`config.mk`:
```
export PLATFORM = sky130hd
export DESIGN_NAME = packet_deframer_sum8_check
export DESIGN_NICKNAME = d
export VERILOG_FILES = /design/src/hdl/pkt_dfr_pkg.sv /design/src/hdl/packet_deframer_sum8_check.sv
export SDC_FILE = /design/constraint.sdc
export NUM_CORES = 1
export LEC_CHECK = 0
export ABC_AREA = 1
export BUFFER_PORTS_ARGS = -buffer_cell sky130_fd_sc_hd__buf_4
export CAP_MARGIN = 20
export CORE_UTILIZATION = 50
export CTS_CLUSTER_DIAMETER = 150
export DETAILED_ROUTE_END_ITERATION = 7
export PLACE_DENSITY = 0.76
export SLEW_MARGIN = 20
export SYNTH_ARGS = -nofsm -noshare
export SYNTH_HDL_FRONTEND = slang
export SYNTH_SLANG_ARGS = --single-unit
```
`constraint.sdc`:
```
create_clock -name clk -period 7.6 [get_ports clk]
set_input_delay 0.76 -clock clk [delete_from_list [all_inputs] [get_ports clk]]
set_output_delay 0.76 -clock clk [all_outputs]
set_load 0.02 [all_outputs]
```
`src/hdl/pkt_dfr_pkg.sv`:
```
`default_nettype none

package pkt_dfr_pkg;

    // Frame layout: three header bytes, the payload, then the sum and check bytes.
    localparam int unsigned HDR_BYTES  = 3;
    localparam int unsigned TAIL_BYTES = 2;
    localparam int unsigned POS_W      = 17;
    localparam int unsigned LEN_W      = 16;
    localparam logic [POS_W-1:0] POS_MAX = {POS_W{1'b1}};

    // Status reported with the final byte of a frame.
    typedef enum logic [1:0] {
        ST_OK  = 2'd0,
        ST_LEN = 2'd1,
        ST_HDR = 2'd2,
        ST_SUM = 2'd3
    } status_t;

    // One result item as it travels through the output stage.
    typedef struct packed {
        logic             payload_valid;
        logic [7:0]       payload_byte;
        logic             frame_done;
        status_t          frame_status;
        logic [LEN_W-1:0] payload_length;
        logic [7:0]       packet_number;
    } result_t;

endpackage

`default_nettype wire

```
`src/hdl/packet_deframer_sum8_check.sv`:
```
// Deframer for length-prefixed frames that carry an 8-bit payload sum.
// Input channel: one frame byte per item (rx_byte), with end_of_frame set on
// the final byte. An item is taken when in_valid is high and in_stall is low.
// Output channel: a result item for every payload byte and for every final
// byte. Payload bytes are passed on as they arrive; the final byte's item
// carries frame_done, frame_status, payload_length and packet_number.
// A payload byte that is also the final byte shares one item with the status.
// Header and trailer bytes produce no item unless they are the final byte.
// One item is accepted in every cycle while in_stall is low; the decode is a
// single step of compares and an 8-bit add between the frame state registers
// and the output register.
// A two-entry output stage (output register plus skid register) lets the block
// take one more item while a result waits on out_stall. in_stall rises only
// when both entries are full, and it is driven from a register.
// Reset clears the frame position and all frame state; no output item is held.
`default_nettype none

module packet_deframer_sum8_check
(
    input  wire logic                 clk,
    input  wire logic                 rst_n,
    input  wire logic                 in_valid,
    output logic                      in_stall,
    input  wire logic [7:0]           rx_byte,
    input  wire logic                 end_of_frame,
    output logic                      out_valid,
    input  wire logic                 out_stall,
    output logic                      payload_valid,
    output logic [7:0]                payload_byte,
    output logic                      frame_done,
    output pkt_dfr_pkg::status_t      frame_status,
    output logic [15:0]               payload_length,
    output logic [7:0]                packet_number
);
    import pkt_dfr_pkg::*;

    logic [POS_W-1:0] byte_position_reg;
    logic [POS_W-1:0] byte_position_next;
    logic [LEN_W-1:0] header_length_reg;
    logic [LEN_W-1:0] header_length_next;
    logic [7:0]       seq_number_reg;
    logic [7:0]       seq_number_next;
    logic [7:0]       running_sum_reg;
    logic [7:0]       running_sum_next;
    logic [7:0]       received_sum_reg;
    logic [7:0]       received_sum_next;

    result_t          out_data_reg;
    result_t          skid_data_reg;
    logic             out_valid_reg;
    logic             skid_valid_reg;

    logic             accept;
    logic             has_result;
    logic [POS_W-1:0] sum_pos;
    logic [POS_W-1:0] end_pos;
    logic [7:0]       header_xor;
    result_t          res;

    assign accept   = in_valid && !in_stall;
    assign in_stall = skid_valid_reg;

    // Decode one byte against the frame state.
    always_comb
    begin
        header_length_next = header_length_reg;
        seq_number_next    = seq_number_reg;
        running_sum_next   = running_sum_reg;
        received_sum_next  = received_sum_reg;
        res                = '0;
        sum_pos            = POS_W'(HDR_BYTES) + {1'b0, header_length_reg};

        if (byte_position_reg == POS_W'(0))
        begin
            header_length_next = {rx_byte, 8'h00};
        end
        else if (byte_position_reg == POS_W'(1))
        begin
            header_length_next = {header_length_reg[15:8], rx_byte};
        end
        else if (byte_position_reg == POS_W'(2))
        begin
            seq_number_next = rx_byte;
        end
        else if (byte_position_reg < sum_pos)
        begin
            res.payload_valid = 1'b1;
            res.payload_byte  = rx_byte;
            running_sum_next  = running_sum_reg + rx_byte;
        end
        else if (byte_position_reg == sum_pos)
        begin
            received_sum_next = rx_byte;
        end

        // Checks on the final byte use the state as updated by this byte.
        end_pos    = POS_W'(HDR_BYTES + TAIL_BYTES - 1) + {1'b0, header_length_next};
        header_xor = header_length_next[15:8] ^ header_length_next[7:0] ^ seq_number_next;

        if (end_of_frame)
        begin
            res.frame_done = 1'b1;
            if (byte_position_reg != end_pos)
            begin
                res.frame_status = ST_LEN;
            end
            else if (rx_byte != header_xor)
            begin
                res.frame_status = ST_HDR;
            end
            else if (running_sum_next != received_sum_next)
            begin
                res.frame_status  = ST_SUM;
                res.packet_number = seq_number_next;
            end
            else
            begin
                res.frame_status   = ST_OK;
                res.packet_number  = seq_number_next;
                res.payload_length = header_length_next;
            end
        end

        has_result = res.payload_valid || res.frame_done;

        // The position saturates on long frames and restarts after the final byte.
        if (end_of_frame)
        begin
            byte_position_next = '0;
        end
        else if (byte_position_reg < POS_MAX)
        begin
            byte_position_next = byte_position_reg + POS_W'(1);
        end
        else
        begin
            byte_position_next = byte_position_reg;
        end
    end

    // Frame state registers.
    always_ff @(posedge clk or negedge rst_n)
    begin
        if (!rst_n)
        begin
            byte_position_reg <= '0;
            header_length_reg <= '0;
            seq_number_reg    <= '0;
            running_sum_reg   <= '0;
            received_sum_reg  <= '0;
        end
        else if (accept)
        begin
            byte_position_reg <= byte_position_next;
            if (end_of_frame)
            begin
                header_length_reg <= '0;
                seq_number_reg    <= '0;
                running_sum_reg   <= '0;
                received_sum_reg  <= '0;
            end
            else
            begin
                header_length_reg <= header_length_next;
                seq_number_reg    <= seq_number_next;
                running_sum_reg   <= running_sum_next;
                received_sum_reg  <= received_sum_next;
            end
        end
    end

    // Output stage control: output register with a skid entry behind it.
    always_ff @(posedge clk or negedge rst_n)
    begin
        if (!rst_n)
        begin
            out_valid_reg  <= 1'b0;
            skid_valid_reg <= 1'b0;
        end
        else if (!out_valid_reg || !out_stall)
        begin
            if (skid_valid_reg)
            begin
                out_valid_reg  <= 1'b1;
                skid_valid_reg <= 1'b0;
            end
            else
            begin
                out_valid_reg <= accept && has_result;
            end
        end
        else if (accept && has_result)
        begin
            skid_valid_reg <= 1'b1;
        end
    end

    // Output stage data.
    always_ff @(posedge clk)
    begin
        if (!out_valid_reg || !out_stall)
        begin
            if (skid_valid_reg)
            begin
                out_data_reg <= skid_data_reg;
            end
            else if (accept && has_result)
            begin
                out_data_reg <= res;
            end
        end
        else if (accept && has_result)
        begin
            skid_data_reg <= res;
        end
    end

    assign out_valid      = out_valid_reg;
    assign payload_valid  = out_data_reg.payload_valid;
    assign payload_byte   = out_data_reg.payload_byte;
    assign frame_done     = out_data_reg.frame_done;
    assign frame_status   = out_data_reg.frame_status;
    assign payload_length = out_data_reg.payload_length;
    assign packet_number  = out_data_reg.packet_number;

    // The skid entry is only used while the output register is full.
    assert property (@(posedge clk) disable iff (!rst_n)
        skid_valid_reg |-> out_valid_reg)
        else $error("skid entry full while output register empty");

    // Every delivered item carries a payload byte or a frame status.
    assert property (@(posedge clk) disable iff (!rst_n)
        out_valid_reg |-> (out_data_reg.payload_valid || out_data_reg.frame_done))
        else $error("output item with neither payload nor status");

    // A payload byte that ends the frame always reports a length mismatch.
    assert property (@(posedge clk) disable iff (!rst_n)
        (out_valid_reg && out_data_reg.payload_valid && out_data_reg.frame_done)
        |-> (out_data_reg.frame_status == ST_LEN))
        else $error("payload byte on final byte without length mismatch");

    // The frame position restarts after a final byte is taken.
    assert property (@(posedge clk) disable iff (!rst_n)
        (accept && end_of_frame) |=> (byte_position_reg == '0))
        else $error("frame position not cleared after final byte");

endmodule

`default_nettype wire
```
==> results of run 1 <==
-- layer usage --
metal	vias up	part of all wire, %	global-route usage [%]
met2	444	45	43.48
met4	0	3.1	11.30
met1	3776	42	41.12
li1	3942	-	-
met3	65	10	5.761
met5	-	0	0
-- layout make-up --
type                            count  share of cell area [%]
Multi-Input combinational cell    866                   45.75
Timing Repair Buffer               55                   4.322
Clock inverter                     14                   1.786
Sequential cell                   131                   36.33
Inverter                          126                   4.722
Tap cell                          225                   2.811
Clock buffer                       18                   4.285
-- critical path, delay by kind of cell (launching register included) --
kind	cells	cell delay, ns
AOI/OAI and AO/OA	4	0.56
xor gates and xnor gates	1	0.18
adders and majority gates	1	0.24
buffers and inverters	1	0.10
DFF	1	0.37
and+or+nand+nor	19	3.64
-- path summary, 6_finish.rpt --
kind | end | cells after the start
max in group asynchronous | header_length_reg[2]$_DFFE_PN0P_ | 1
worst min-delay path | in_stall$_DFFE_PN0P_ | 1
min in group clk | seq_number_reg[6]$_DFFE_PN0P_ | 2
worst max-delay path | frame_status[1]$_DFFE_PP_ | 26
worst min register to register | seq_number_reg[6]$_DFFE_PN0P_ | 2
worst max register to register | frame_status[1]$_DFFE_PP_ | 26
-- cell families after synthesis --
family,share of synthesized area [%]
AOI/OAI and AO/OA,7.102
xor gates and xnor gates,2.751
adders and majority gates,4.435
buffers and inverters,8.000
DFF,40.81
and+or+nand+nor,36.90
-- cells in the final DEF, fill, tap and decap left out, drive strengths merged, types with 24 or more instances in the layout --
cell    Yosys  layout
nor2      111     111
o22ai      34      34
edfxtp     72      72
buf        27      55
nand2     378     378
nand3     119     119
inv       124     128
dfrtp      59      59
o21ai      40      40
nand4      40      40
ha         30      30
nor3       37      37
xor2       24      24
-- power by group through the flow --
stage	Sequential (mW)	Combinational (mW)	Clock (mW)
floorplan	1.07	1.08	0
global placement	1.01	1.55	0
detailed placement	1.01	1.56	0
CTS	0.999	1.58	0.868
global route	1.01	1.79	0.895
finish	0.999	1.62	0.864
-- per-stage QoR --
stage / hold slack [ns] / instances / worst slack (ns) / area [um2] / power [mW]
6_report: 0.4180 / 1435 / 2.222 / 10020 / 3.485
5_1_grt: 0.4834 / 1435 / 1.629 / 10020 / 3.694
4_1_cts: 0.4546 / 1434 / 2.267 / 9988 / 3.444
3_5_place_dp: 0.4731 / 1402 / 2.332 / 9380 / 2.576
3_3_place_gp: 0.4662 / 1402 / 2.516 / 9380 / 2.554
2_1_floorplan: 0.4534 / 1162 / 2.284 / 8915 / 2.151
==> metrics.yaml, run 1 <==
worst_setup_path:
  rrSetupSlack_ns: 2.22
  worst_setup_path_end_kind: "register"
  arrival_ns: 5.54
  r2r-start: "header_length_reg[0]$_DFFE_PN0P_"
  worstSetupStartpoint: "header_length_reg[0]$_DFFE_PN0P_"
  crit_required_ns: 7.76
  critPathMaxFanout: 17
  cp-start-kind: "register"
  path_class: "reg2reg"
  critPathMostFrequentCell: "nand2_1"
  cpPeakStageDelay_ns: 0.58
  slowest_stage: "nor2_2"
logic_synthesis:
  synth.top_cell.area_share_pct: 24.25
  synth_most_common_cell: "nand2_1"
  synth_cell_types: 46
  yosysSeqAreaShare_pct: 40.81
  synth_warnings: 0
  synth_area_leaders: "edfxtp_1 (24%), dfrtp_1 (17%), nand2_1 (16%)"
  ys_ff_latch: 131
  synth_async_sr_flop_share_pct: 45.04
  syn_nets: 1206
  syn_inst: 1162
  synthTopCellsByCount: "nand2_1 (372), inv_1 (118), nand3_1 (109)"
  synth-edff-count: 72
  synth_top_area_cell: "edfxtp_1"
  ys.flop_type: "edfxtp_1"
  synth_area_um2: 8915
  syn_avg_cell_area_um2: 7.672
final_layout:
  layout-drive-gt1-share_pct: 12.81
  area_delta_synth_final_pct: 12.35
  ff_latch_area_um2: 3638
  num-fill-cells: 1569
  nets: 1241
  largest_reg_flops: 36
  multi_input_area_um2: 4582
  utilization_pct: 57.71
  diodes: 0
placed_design:
  gp_congestion: 0.9082
  port_buffers: 50
  dpl.hpwl_mm: 17.59
min_path:
  hp-class: "in2async"
sta:
  slew_violations: 0
  rsz0062_at_grt: "false"
  finalHoldViolCount: 0
  setup_viol: 0
  setup-tns-final_ns: 0
  tightest_slew_ns: 1.035
  clock.fmax_mhz: 185.9
  clock_skew_ns: 0.009669
  timing.final.crit_period_ns: 5.378
  post-route-period-util_pct: 70.76
  slew_headroom_pct: 30.82
global_route:
  antenna_found_initial: 0
  gr-usage-all-layers_pct: 29.01
  grt_overflow: 0
  grt_max_degree: 60
  grt_pass1_wl_mm: 40.39
  grt_pass1_vias: 7340
floorplan:
  num_rows: 48
  core_um2: 17360
  die_h_um: 135.5
  design.die.area_um2: 18370
  fp.dieW_um: 135.5
  start_util_pct: 51.36
  ios: 51
routing:
  vias_per_cell: 5.733
  wirelength_mm: 25.49
  first_iter_violations: 868
  dr.pass1.iters: 5
  vias: 8227
  wire_per_inst_um: 17.76
  ant_nets: 0
  drc: 0
clock_network:
  ctsHoldBuffers: 0
  clk_latency_ns: 0.43
  cts_tree: "built"
  cts.sinks: 131
  clkTransAtPathRegs_ns: 0.07
  clk_path_buf_depth: 2
  ctsResizeCount: 0
  postCtsSetupRepairBufs: 0
  cts-root-buf: "clkbuf_16"
  cts_made_buffers: 17
  htreeDepth: 4
pwr:
  power.switching_mw: 1.573
  p_leak_nw: 4.572
  pwr-share-comb_pct: 46.5
  netSwitchingFraction_pct: 45.13
  powerDensity_nw_per_um2: 348.0
  ir_worst_vdd_uv: 208.0
  p_int_mw: 1.912
  p_seq_share_pct: 28.7
  p_clk_share_pct: 24.8
run_status:
  status: "finished clean"
flow_run:
  drv_cap: 0
(Power assumes the default switching activity.)
==> inputs of run 2 (changes only) <==
--- a/config.mk
+++ b/config.mk
@@ -5,13 +5,13 @@
 export SDC_FILE = /design/constraint.sdc
 export NUM_CORES = 1
 export LEC_CHECK = 0
-export ABC_AREA = 1
+export ABC_AREA = 0
 export BUFFER_PORTS_ARGS = -buffer_cell sky130_fd_sc_hd__buf_4
 export CAP_MARGIN = 20
 export CORE_UTILIZATION = 50
 export CTS_CLUSTER_DIAMETER = 150
 export DETAILED_ROUTE_END_ITERATION = 7
-export PLACE_DENSITY = 0.76
+export PLACE_DENSITY = 0.79
 export SLEW_MARGIN = 20
 export SYNTH_ARGS = -nofsm -noshare
 export SYNTH_HDL_FRONTEND = slang
==> constraint.sdc (replaced) <==
create_clock -name clk -period 4.8 [get_ports clk]
set_input_delay 0.48 -clock clk [delete_from_list [all_inputs] [get_ports clk]]
set_output_delay 0.48 -clock clk [all_outputs]
set_load 0.02 [all_outputs]
==> run 2 against run 1 <==
  * Cell count down 20%
  * Flip-flop and latch count stayed put
  * Non-clock buffer count is 38 higher
  * First-iteration DRC count is 16% lower
  * Sequential share of layout area increased by 0.51 points
  * Critical endpoint is now payload_length[1]$_DFFE_PP_
==> metrics.yaml, run 2 <==
sta:
  post-route-period-util_pct: 93.89  # +23 points
  setup-tns-final_ns: 0  # unchanged
  setup_viol: 0  # unchanged
  rsz0062_at_grt: "false"
  timing.final.crit_period_ns: 4.507  # -0.8715 ns
  clock.fmax_mhz: 221.9  # +19%
  tightest_slew_ns: 0.9145  # -0.1208 ns
  slew_violations: 0  # unchanged
  fin_hold_ws_ns: 0.1182  # -0.2998 ns
  finalHoldViolCount: 0  # unchanged
  slew_headroom_pct: 37.46  # +6.6 points
  clock_skew_ns: 0.008344  # -0.001325 ns
worst_setup_path:
  critPathMaxFanout: 33  # +16
  worst_setup_path_end_kind: "register"
  cp-start-kind: "register"
  r2r-start: "header_length_reg[1]$_DFFE_PN0P_"
  path_class: "reg2reg"
  r2r_cells: 18  # -31%
  arrival_ns: 4.75  # -0.79 ns
  rrSetupSlack_ns: 0.29  # -1.93 ns
  reg2reg_to: "payload_length[1]$_DFFE_PP_"
  crit_required_ns: 5.04  # -2.72 ns
floorplan:
  start_util_pct: 51.40  # about the same
  die_h_um: 132.8  # -2.0%
  core_um2: 16640  # -4.1%
  design.die.area_um2: 17640  # -4.0%
  fp.dieW_um: 132.8  # -2.0%
  num_rows: 47  # -2.1%
  ios: 51  # unchanged
clock_network:
  cts.sinks: 131  # unchanged
  clk_latency_ns: 0.44  # about the same
  postCtsSetupRepairBufs: 0  # unchanged
  cts-root-buf: "clkbuf_16"
  htreeDepth: 4  # unchanged
  cts_tree: "built"
  clkTransAtPathRegs_ns: 0.07  # about the same
  clk_path_buf_depth: 2  # unchanged
  cts_made_buffers: 17  # unchanged
global_route:
  grt_overflow: 0  # unchanged
  antenna_found_initial: 0  # unchanged
  grt_pass1_vias: 6937  # -5.5%
  grt_max_degree: 68  # +13%
  gr-usage-all-layers_pct: 28.28  # -0.73 points
  grt_pass1_wl_mm: 38.09  # -5.7%
logic_synthesis:
  synth.top_cell.area_share_pct: 25.27  # +1.0 points
  synth_warnings: 0  # unchanged
  syn_nets: 899  # -25%
  synth_most_common_cell: "nand2_1"
  synth_top_area_cell: "edfxtp_1"
  ys_ff_latch: 131  # unchanged
  ys.flop_type: "edfxtp_1"
  synth_cell_types: 79  # +72%
  synth-edff-count: 72  # unchanged
  synthTopCellsByCount: "nand2_1 (88), edfxtp_1 (72), nor2_1 (66)"
  syn_avg_cell_area_um2: 10.01  # +30%
  synth_async_sr_flop_share_pct: 45.04  # unchanged
  syn_inst: 855  # -26%
  yosysSeqAreaShare_pct: 42.53  # +1.7 points
  synth_area_leaders: "edfxtp_1 (25%), dfrtp_1 (17%), xnor2_1 (4.5%)"
  synth_area_um2: 8554  # -4.0%
final_layout:
  layout-drive-gt1-share_pct: 22.13  # +9.3 points
  diodes: 0  # unchanged
  ff_latch_area_um2: 3641  # about the same
  final_cell_mix: "buf_4 (92), nand2_1 (88), edfxtp_1 (72), nor2_1 (65), dfrtp_1 (57)"
  nets: 953  # -23%
  num-fill-cells: 1395  # -11%
  final_area_um2: 9883  # -1.3%
  layout_commonest_cell: "buf_4"
  largest_reg_flops: 36  # unchanged
  fin_cells: 1142  # -20%
  multi_input_area_um2: 4583  # about the same
  utilization_pct: 59.39  # +1.7 points
  area_delta_synth_final_pct: 15.53
run_status:
  status: "finished clean"
routing:
  wire_per_inst_um: 20.85  # +17%
  vias_per_cell: 6.266  # +9.3%
  dr.pass1.iters: 6  # +1
  wirelength_mm: 23.81  # -6.6%
  ant_nets: 0  # unchanged
  vias: 7156  # -13%
  first_iter_violations: 726  # -16%
  drc: 0  # unchanged
placed_design:
  place_inst: 1110  # -21%
  port_buffers: 50  # unchanged
  dpl.hpwl_mm: 16.99  # -3.4%
  gp_congestion: 0.9791  # +7.8%
  dpl_cell_area_um2: 9284  # -1.0%
flow_run:
  drv_cap: 0  # unchanged
pwr:
  netSwitchingFraction_pct: 39.99  # -5.1 points
  p_leak_nw: 4.007  # -12%
  power.switching_mw: 1.845  # +17%
  powerDensity_nw_per_um2: 466.8  # +34%
  p_clk_share_pct: 27.9  # +3.1 points
  p_int_mw: 2.769  # +45%
  p_seq_share_pct: 31.9  # +3.2 points
  pwr-share-comb_pct: 40.3  # -6.2 points
  ir_worst_vdd_uv: 293.4  # +41%
min_path:
  hp-class: "in2async"
## run 2: final cells by class
class | count | area share [%]
tap | 220 | 2.785
timing repair buffer | 93 | 7.191
sequential | 131 | 36.84
inverter | 23 | 0.8735
multi-input combinational | 643 | 46.37
clock inverter | 15 | 1.633
clock buffer | 17 | 4.304
## run 2: power groups by stage
stage | logic, mW | clock network (mW) | registers, mW
final | 1.86 | 1.29 | 1.47
after global routing | 1.99 | 1.35 | 1.48
after CTS | 1.82 | 1.30 | 1.47
after detailed placement | 1.81 | 0 | 1.49
after global placement | 1.78 | 0 | 1.48
after floorplan | 1.21 | 0 | 1.54
## run 2: critical path, cell delays in order (launching register included)
cell and delay [ns]:
dfrtp_1 0.45, inv_1 0.11, ha_1 0.24, nor2b_2 0.20, and3_1 0.22, nand3_1 0.10, xor2_1 0.16, ha_1 0.30
nand4_1 0.11, nor2_1 0.08, a221oi_2 0.28, and4_4 0.30, buf_4 0.23, mux2i_1 0.28, xnor2_1 0.15, nand4_1 0.16
or3_1 0.42, buf_12 0.20, o31ai_1 0.30
## run 2: timing repair
action / in CTS / in global routing
setup endpoints to repair: 0 / 36
hold buffers: 0 / 0
gates resized for setup: 0 / 5
## run 2: logic make-up (layout without fill, tap and decap cells)
logic type	Yosys count	after routing	share of synthesized area [%]
xor gates and xnor gates	67	67	6.860
buffers and inverters	81	148	4.242
and+or+nand+nor	323	323	20.52
DFF	131	131	42.53
adders and majority gates	31	31	4.622
AOI/OAI and AO/OA	175	175	15.39
muxes	47	47	5.836
## run 2: stage by stage
stage	power, mW	worst slack (ns)
finish	4.614	0.2934
detailed placement	3.301	0.1374
global placement	3.266	0.3334
global route	4.827	0.01278
floorplan	2.749	0.02683
CTS	4.585	0.1114
## run 2: how the worst max path moves through the flow
stage | start | end | cells after the start
2_1_floorplan | header_length_reg[0]$_DFFE_PN0P_ | skid_data_reg[0]$_DFFE_PP_ | 15
3_3_place_gp | header_length_reg[0]$_DFFE_PN0P_ | skid_data_reg[24]$_DFFE_PP_ | 18
3_5_place_dp | header_length_reg[0]$_DFFE_PN0P_ | payload_length[1]$_DFFE_PP_ | 18
4_1_cts | header_length_reg[0]$_DFFE_PN0P_ | payload_length[1]$_DFFE_PP_ | 18
5_1_grt | header_length_reg[1]$_DFFE_PN0P_ | payload_length[1]$_DFFE_PP_ | 18
6_report | header_length_reg[1]$_DFFE_PN0P_ | payload_length[1]$_DFFE_PP_ | 18
## run 2: per-layer routing
layer	vias to the layer above	wire (um)	GRT usage, %
met3	65	2150	4.981
met1	3474	10080	39.10
met2	352	10800	43.19
li1	3265	-	-
met5	-	0	0
met4	0	782	13.09
==> inputs of run 3 (changes only) <==
--- a/config.mk
+++ b/config.mk
@@ -6,7 +6,7 @@
 export NUM_CORES = 1
 export LEC_CHECK = 0
 export ABC_AREA = 0
-export BUFFER_PORTS_ARGS = -buffer_cell sky130_fd_sc_hd__buf_4
+export BUFFER_PORTS_ARGS = -buffer_cell sky130_fd_sc_hd__buf_2
 export CAP_MARGIN = 20
 export CORE_UTILIZATION = 50
 export CTS_CLUSTER_DIAMETER = 150
==> run 3 against run 2 <==
  * Core utilization is 0.20 points lower
  * Largest power group unchanged
  * Total power grew 0.15%
  * Flip-flop and latch count unchanged
  * Global-route usage rose by 0.066 points
  * Clock power about the same
  * Clock skew grew 0.0027 ns
==> metrics.yaml, run 3 (synthesis results as in run 2) <==
global_route:
  antenna_found_initial: 0  # unchanged
  grt_overflow: 0  # unchanged
  gr-usage-all-layers_pct: 28.35  # +0.066 points
  grt_pass1_vias: 6981  # +0.63%
  grt_pass1_wl_mm: 38.20  # +0.27%
  grt_max_degree: 68  # unchanged
routing:
  vias: 7283  # +1.8%
  wirelength_mm: 24.54  # +3.1%
  dr.pass1.iters: 6  # unchanged
  ant_nets: 0  # unchanged
  vias_per_cell: 6.333  # +1.1%
  first_iter_violations: 742  # +2.2%
  drc: 0  # unchanged
  wire_per_inst_um: 21.34  # +2.3%
worst_setup_path:
  arrival_ns: 4.81  # +0.06 ns
  critPathMostFrequentCell: "nand3_1"
  cpPeakStageDelay_ns: 0.42  # -0.03 ns
  crit_chain: "inv_1 > ha_1 > nor2b_2 > nand3_1 > nor2_1 > nand3_1 > ha_1 > nand4_1 > nor2_2 > a221oi_4 > and4_4 > buf_4 > mux2i_1 > xnor2_1 > nand3_1 > or3_1 > buf_6 > o31ai_1"
  slowest_stage: "dfrtp_2"
  worst_setup_path_end_kind: "register"
  path_class: "reg2reg"
  cp-start-kind: "register"
  crit_required_ns: 5.05  # about the same
  critPathMaxFanout: 33  # unchanged
clock_network:
  cts-root-buf: "clkbuf_16"
  cts_tree: "built"
  htreeDepth: 4  # unchanged
  cts.sinks: 131  # unchanged
  cts_made_buffers: 17  # unchanged
  ctsHoldBuffers: 0  # unchanged
  clk_latency_ns: 0.44  # about the same
  clk_path_buf_depth: 2  # unchanged
  clkTransAtPathRegs_ns: 0.07  # about the same
sta:
  setup-tns-final_ns: 0  # unchanged
  tightest_slew_ns: 0.9390  # +0.02456 ns
  slew_violations: 0  # unchanged
  setup_viol: 0  # unchanged
  clock_skew_ns: 0.01100  # +0.002653 ns
  timing.final.crit_period_ns: 4.557  # +0.05059 ns
  clock.fmax_mhz: 219.4  # -1.1%
  worst_slack_ns: 0.2428  # -0.05059 ns
  post-route-period-util_pct: 94.94  # +1.1 points
  rsz0062_at_grt: "false"
  slew_headroom_pct: 37.17  # -0.29 points
  finalHoldViolCount: 0  # unchanged
final_layout:
  final_cell_mix: "nand2_1 (88), edfxtp_1 (72), nor2_1 (64), dfrtp_1 (56), buf_2 (50)"
  largest_reg_flops: 36  # unchanged
  nets: 961  # +0.84%
  num-fill-cells: 1339  # -4.0%
  utilization_pct: 59.19  # -0.20 points
  area_delta_synth_final_pct: 15.15
  layout-drive-gt1-share_pct: 23.01  # +0.88 points
  multi_input_area_um2: 4632  # +1.1%
  fin_cells: 1150  # +0.70%
  layout_commonest_cell: "nand2_1"
  ff_latch_area_um2: 3642  # about the same
  diodes: 0  # unchanged
pwr:
  ir_worst_vdd_uv: 265.0  # -9.7%
  powerDensity_nw_per_um2: 469.1  # +0.48%
  power_mw: 4.621  # +0.15%
  p_int_mw: 2.742  # -0.95%
  p_clk_share_pct: 27.8  # about the same
  p_leak_nw: 4.012  # +0.12%
  power.switching_mw: 1.879  # +1.8%
  netSwitchingFraction_pct: 40.65  # +0.66 points
  p_seq_share_pct: 31.9  # about the same
  pwr-share-comb_pct: 40.3  # about the same
placed_design:
  dp_slack_ns: 0.07024  # -0.06721 ns
  port_buffers: 50  # unchanged
  gp_congestion: 1.044  # +6.7%
  place_inst: 1108  # -0.18%
  dpl.hpwl_mm: 16.98  # about the same
floorplan:
  start_util_pct: 51.40  # unchanged
  num_rows: 47  # unchanged
  fp.dieW_um: 132.8  # unchanged
  core_um2: 16640  # unchanged
  die_h_um: 132.8  # unchanged
  design.die.area_um2: 17640  # unchanged
  ios: 51  # unchanged
run_status:
  status: "finished clean"
flow_run:
  drv_cap: 0  # unchanged
min_path:
  hp-class: "in2async"
run 3: cell types whose count changed in the layout (fill, tap and decap cells not counted), moves of 2 or more:
cell / delta
buf_2: +50
inv_8: +3
clkinv_8: -2
buf_4: -45
run 3: layout make-up:
type | count | share of cell area (%)
Clock buffer | 17 | 4.319
Clock inverter | 15 | 1.575
Inverter | 23 | 0.8764
Multi-Input combinational cell | 645 | 47.02
Sequential cell | 131 | 36.97
Tap cell | 220 | 2.794
Timing Repair Buffer | 99 | 6.440
run 3: timing repair:
item | CTS | global route
buffers inserted | 0 | 8
gates resized for setup | 0 | 11
setup endpoints to repair | 0 | 99
hold endpoints to repair | 0 | 0
run 3: metrics by stage:
stage	area (um2)	hold WS (ns)
2_1_floorplan	8558	0.1844
3_3_place_gp	9144	0.4692
3_5_place_dp	9144	0.4761
4_1_cts	9724	0.2515
5_1_grt	9851	0.2756
6_report	9851	0.2101
run 3: path summary, 6_finish.rpt:
kind                                             startpoint                              end  slack [ns]  depth (start not counted)
max in group asynchronous                             rst_n             in_stall$_DFFE_PN0P_        4.02                          2
max                        header_length_reg[0]$_DFFE_PN0P_      payload_length[3]$_DFFE_PP_        0.24                         18
min reg2reg                   seq_number_reg[0]$_DFFE_PN0P_    seq_number_reg[0]$_DFFE_PN0P_        0.49                          1
max reg2reg                header_length_reg[0]$_DFFE_PN0P_      payload_length[3]$_DFFE_PP_        0.24                         18
min in group clk                                   in_valid            out_valid$_DFFE_PN0N_        0.42                          3
min                                                   rst_n  received_sum_reg[4]$_DFFE_PN0P_        0.21                          2
run 3: power by group through the flow:
stage | clock (mW) | sequential (mW) | combinational [mW]
after floorplan | 0 | 1.54 | 1.21
after detailed placement | 0 | 1.49 | 1.77
final | 1.29 | 1.47 | 1.86
after global routing | 1.34 | 1.49 | 2.00
after CTS | 1.29 | 1.47 | 1.78
after global placement | 0 | 1.48 | 1.73
run 3: per-layer routing:
| layer | track usage [%] | part of all wire, % | vias up |
|---|---|---|---|
| li1 | - | - | 3287 |
| met1 | 37.65 | 41 | 3512 |
| met2 | 43.98 | 46 | 398 |
| met3 | 5.249 | 8.5 | 86 |
| met4 | 15.13 | 4.5 | 0 |
| met5 | 0 | 0 | - |
run 3: worst max-delay path: cells and delay by family (launching register included):
| family | cells | cell delay, ns |
|---|---|---|
| buf+inv | 3 | 0.44 |
| mux | 1 | 0.24 |
| compound gates | 2 | 0.69 |
| flops | 1 | 0.42 |
| xor+xnor | 1 | 0.16 |
| fa+ha+maj | 2 | 0.63 |
| simple gates | 9 | 1.76 |
